**src/rtl/rgbyuv9_pkg.sv**
```systemverilog
// types, constants and helpers for the rgb to yuv9 converter
// no dependencies
package rgbyuv9_pkg;

  localparam int MAX_BLOCK_COLUMNS_DEF = 512;

  localparam int CFG_IDX_W  = 8;
  localparam int CFG_DATA_W = 10;
  localparam int WIDTH_W    = 10;

  localparam logic [CFG_IDX_W-1:0] CFG_IDX_WIDTH  = 8'd0;
  localparam logic [CFG_IDX_W-1:0] CFG_IDX_FORMAT = 8'd1;

  localparam logic FMT_RGB555 = 1'b0;
  localparam logic FMT_BGR24  = 1'b1;

  localparam logic [WIDTH_W-1:0] WIDTH_RESET  = 10'd160;
  localparam logic               FORMAT_RESET = FMT_BGR24;

  localparam logic [14:0] Y_COEF_R = 15'd9765;
  localparam logic [14:0] Y_COEF_G = 15'd19169;
  localparam logic [14:0] Y_COEF_B = 15'd3801;
  localparam int          Y_SHIFT  = 15;

  localparam logic signed [15:0] V_COEF_R = -16'sd5536;
  localparam logic signed [15:0] V_COEF_G = -16'sd10847;
  localparam logic signed [15:0] V_COEF_B = 16'sd16383;
  localparam logic signed [15:0] U_COEF_R = 16'sd16383;
  localparam logic signed [15:0] U_COEF_G = -16'sd13663;
  localparam logic signed [15:0] U_COEF_B = -16'sd2720;
  localparam int                 C_SHIFT  = 19;
  localparam logic [7:0]         C_OFFSET = 8'd128;

  localparam logic [4:0] RGB555_MASK = 5'h1F;

  typedef struct packed {
    logic [7:0] r;
    logic [7:0] g;
    logic [7:0] b;
  } rgb_t;

  typedef struct packed {
    logic [11:0] r;
    logic [11:0] g;
    logic [11:0] b;
  } sums_t;

  typedef struct packed {
    logic [7:0] luma;
    logic       chroma_valid;
    logic [7:0] chroma_u;
    logic [7:0] chroma_v;
  } result_t;

  function automatic rgb_t decode_pixel(input logic [23:0] word, input logic fmt);
    rgb_t p;
    if (fmt == FMT_RGB555) begin
      p.b = {word[4:0] & RGB555_MASK, 3'b000};
      p.g = {word[9:5] & RGB555_MASK, 3'b000};
      p.r = {word[14:10] & RGB555_MASK, 3'b000};
    end else begin
      p.b = word[7:0];
      p.g = word[15:8];
      p.r = word[23:16];
    end
    return p;
  endfunction

endpackage

```
**src/rtl/rgbyuv9_color_math.sv**
```systemverilog
// block sum update, luma and chroma arithmetic for one pixel
// depends on rgbyuv9_pkg
module rgbyuv9_color_math (
  input  rgbyuv9_pkg::rgb_t    pix,
  input  rgbyuv9_pkg::sums_t   base,
  input  logic                 close,
  output rgbyuv9_pkg::sums_t   sums,
  output rgbyuv9_pkg::result_t res
);

  logic [22:0]        yr, yg, yb;
  logic [23:0]        ysum;
  logic signed [12:0] sr, sg, sb;
  logic signed [28:0] vr, vg, vb, ur, ug, ub;
  logic signed [30:0] vsum, usum;

  always_comb begin
    sums.r = base.r + 12'(pix.r);
    sums.g = base.g + 12'(pix.g);
    sums.b = base.b + 12'(pix.b);
  end

  always_comb begin
    yr   = 23'(pix.r) * 23'(rgbyuv9_pkg::Y_COEF_R);
    yg   = 23'(pix.g) * 23'(rgbyuv9_pkg::Y_COEF_G);
    yb   = 23'(pix.b) * 23'(rgbyuv9_pkg::Y_COEF_B);
    ysum = 24'(yr) + 24'(yg) + 24'(yb);
  end

  always_comb begin
    sr   = signed'({1'b0, sums.r});
    sg   = signed'({1'b0, sums.g});
    sb   = signed'({1'b0, sums.b});
    vr   = 29'(sr) * 29'(rgbyuv9_pkg::V_COEF_R);
    vg   = 29'(sg) * 29'(rgbyuv9_pkg::V_COEF_G);
    vb   = 29'(sb) * 29'(rgbyuv9_pkg::V_COEF_B);
    ur   = 29'(sr) * 29'(rgbyuv9_pkg::U_COEF_R);
    ug   = 29'(sg) * 29'(rgbyuv9_pkg::U_COEF_G);
    ub   = 29'(sb) * 29'(rgbyuv9_pkg::U_COEF_B);
    vsum = 31'(vr) + 31'(vg) + 31'(vb);
    usum = 31'(ur) + 31'(ug) + 31'(ub);
  end

  always_comb begin
    res.luma         = ysum[rgbyuv9_pkg::Y_SHIFT +: 8];
    res.chroma_valid = close;
    if (close) begin
      res.chroma_u = usum[rgbyuv9_pkg::C_SHIFT +: 8] + rgbyuv9_pkg::C_OFFSET;
      res.chroma_v = vsum[rgbyuv9_pkg::C_SHIFT +: 8] + rgbyuv9_pkg::C_OFFSET;
    end else begin
      res.chroma_u = 8'd0;
      res.chroma_v = 8'd0;
    end
  end

endmodule

```
**config.mk**
```make
export PLATFORM = sky130hd
export DESIGN_NAME = rgbyuv9_color_math
export DESIGN_NICKNAME = d
export VERILOG_FILES = /design/src/rtl/rgbyuv9_pkg.sv /design/src/rtl/rgbyuv9_color_math.sv
export SDC_FILE = /design/constraint.sdc
export NUM_CORES = 2
export LEC_CHECK = 0
export BUFFER_PORTS_ARGS = -buffer_cell sky130_fd_sc_hd__buf_2
export CORE_ASPECT_RATIO = 0.5
export CORE_MARGIN = 1
export CORE_UTILIZATION = 50
export DETAILED_ROUTE_END_ITERATION = 8
export GPL_TIMING_DRIVEN = 0
export PLACE_DENSITY_LB_ADDON = 0.2
export SYNTH_ARGS = -nofsm -noshare
export SYNTH_HDL_FRONTEND = slang
export SYNTH_SLANG_ARGS = --single-unit
```
**constraint.sdc**
```tcl
create_clock -name vclk -period 26.1
set_input_delay 2.61 -clock vclk [all_inputs]
set_output_delay 2.61 -clock vclk [all_outputs]
set_load 0.05 [all_outputs]
```
==> metrics.md <==
| Metric | Value |
|---|---|
| Gpl congestion | `a little under 0.9` |
| Slew at the pin closest to its max-slew limit | `about 1.3 ns` |
| CP endpoint kind | `output pin` |
| Syn Nets | `around 3700` |
| Num sequential | `0` |
| Post-CTS Setup Inserts | `0` |
| DP Worst Slack | `7.26 ns` |
| Post-Syn Instances | `2552` |
| Critical Path Fanout Max | `7` |
| Placed Cells | `roughly 3300` |
| Rel. slew slack | `approximately a tenth` |
| CP Launch Type | `primary input` |
| Most frequent cells in the layout | `847 x inv_1, 579 x ha_1, 503 x fa_1` |
| Resize count post-CTS | `0` |
| Area grow syn2layout | `6.15%` |
| Fmax achieved | `0.0533 GHz` |
| Gr usage total | `about a quarter` |
| Share of the yosys chip area belonging to registers | `0%` |
| WS Path Type | `in2out` |
| DR vias/cell | `~5.0` |
| Max_cap viols | `0` |
| Layout Cells excl Fill | `approximately 3300` |
| Vias in the first global route | `17811` |
| Largest net degree at the start of global routing | `20` |
| Worst Hold Class | `in2out` |
| Routed len/inst | `~17 um` |
| Avg Inst Size Synth | `9.66 um^2` |
| RSZ-0062 raised after global routing | `false` |
| Port Buffers | `approximately 120` |
| DR pass1 iterations | `4` |
| Starting DRC count in detailed routing | `around 510` |
| Grt total ovfl | `0` |
| CP arrival | `~16 ns` |
| Site row count | `57` |
| Num ports | `approximately 120` |
| Die X | `about 320 um` |
| Tmin final | `18.77 ns` |
| # nets final | `about 3800` |
| Final wirelength | `about 56 mm` |
| Ant diodes | `0` |
| Synth cell types | `between 60 and 70` |
| Synthesized area | `24700 um^2` |
| Register area | `0 um^2` |
| Crit-path slowest cell | `a21oi_1` |
| Ratio of cells with drive above 1 in the final layout | `between 6 and 7%` |
| Max Slew Vio Count | `0` |
| Initial core utilization | `50.8%` |
| Number of routed nets with antenna violations | `0` |
| DP Wirelength | `roughly 52 mm` |
| Full die area | `50300 um^2` |
| Post-route cell area | `about 26000 um^2` |
| Global-route wire length before repair | `92.6 mm` |
| Vias | `16610` |
| Max incr delay on CP | `0.74 ns` |
| Setup TNS | `0 ns` |
| Critical Path RT | `23.49 ns` |
| Crit-path most repeated cell | `inv_1` |
| Residual DRC count | `0` |
| Initial antenna violation count | `0` |
| Total core area | `roughly 49000 um^2` |
| Final Cycle Share | `71.9%` |
| Status | `finished clean` |
| Final setup viols | `0` |
| Ys Warns | `0` |
| Endpoints failing hold | `0` |
| CLK BUF | `0` |
| Placed Area | `between 20000 and 30000 um^2` |
| Hold depth | `3` |
| Commonest non-fill, non-tap cell in the layout | `inv_1` |
| Die span in y | `around 160 um` |
| Setup ws final | `around 7.3 ns` |
| Count of hold-fix buffers inserted at cts | `0` |
==> layer usage <==
layer	routed length, um	GRT usage (%)
met2	25900	39.1
met4	1200	4.37
met3	2450	2.38
met1	26700	34.1
met5	0	0
==> metrics by stage <==
stage / utilization, % / hold slack, ns
final: 53.9 / 5.70
after detailed placement: 53.9 / 5.69
after floorplan: - / 5.39
after global placement: 53.7 / 5.69
after global routing: 53.9 / 5.71
after CTS: 53.9 / 5.69
==> final timing paths <==
check                  start      end  slack [ns]
worst max-delay path  pix[0]   res[7]        7.33
worst min-delay path   close  res[16]        5.70
==> cell families (layout without fill, tap and decap cells) <==
group	count (synthesis)	in the layout	share of synthesized area [%]
AO/OA/AOI/OAI	253	253	6.96
buffers and inverters	851	976	13.0
AND/OR/NAND/NOR	213	213	4.25
XOR/XNOR	151	151	5.48
adder cells (fa/ha/maj)	1084	1084	70.4
==> cells in the mapped netlist, types with 6 or more instances <==
cell type,instances,area (um^2)
inv_1,847,3180
ha_1,580,7260
fa_1,504,10100
xnor2_1,108,946
a21oi_1,80,400
nor2_1,67,251
xor2_1,41,359
nand2_1,39,146
a21o_1,33,248
o21ai_0,28,140
nor3_1,21,105
nand3_1,16,80.1
o21a_1,16,120
o21bai_1,16,120
nor2b_1,11,68.8
o211ai_1,11,82.6
or3_1,11,68.8
a31oi_1,10,62.6
or2_2,8,50.1
and3_1,7,43.8
nand2b_1,7,43.8
a211oi_1,6,45.0
and2_1,6,37.5
==> final cells by class <==
type | count | area, um^2
inverters | 849 | 3190
fillers | 4421 | 22400
well taps | 649 | 812
repair buffers | 125 | 653
plain buffers | 2 | 11.3
multi-input cells | 1701 | 21500
==> worst max-delay path, delay by kind of cell <==
family / cells / cell delay [ns]
AO/OA/AOI/OAI: 15 / 3.50
XOR/XNOR: 4 / 1.34
adder cells (fa/ha/maj): 15 / 6.81
buffers and inverters: 16 / 1.40
AND/OR/NAND/NOR: 3 / 0.46
Power is left out: the tool's default activity adds up to more than one toggle a clock period on the data nets, which glitch-free logic cannot reach.
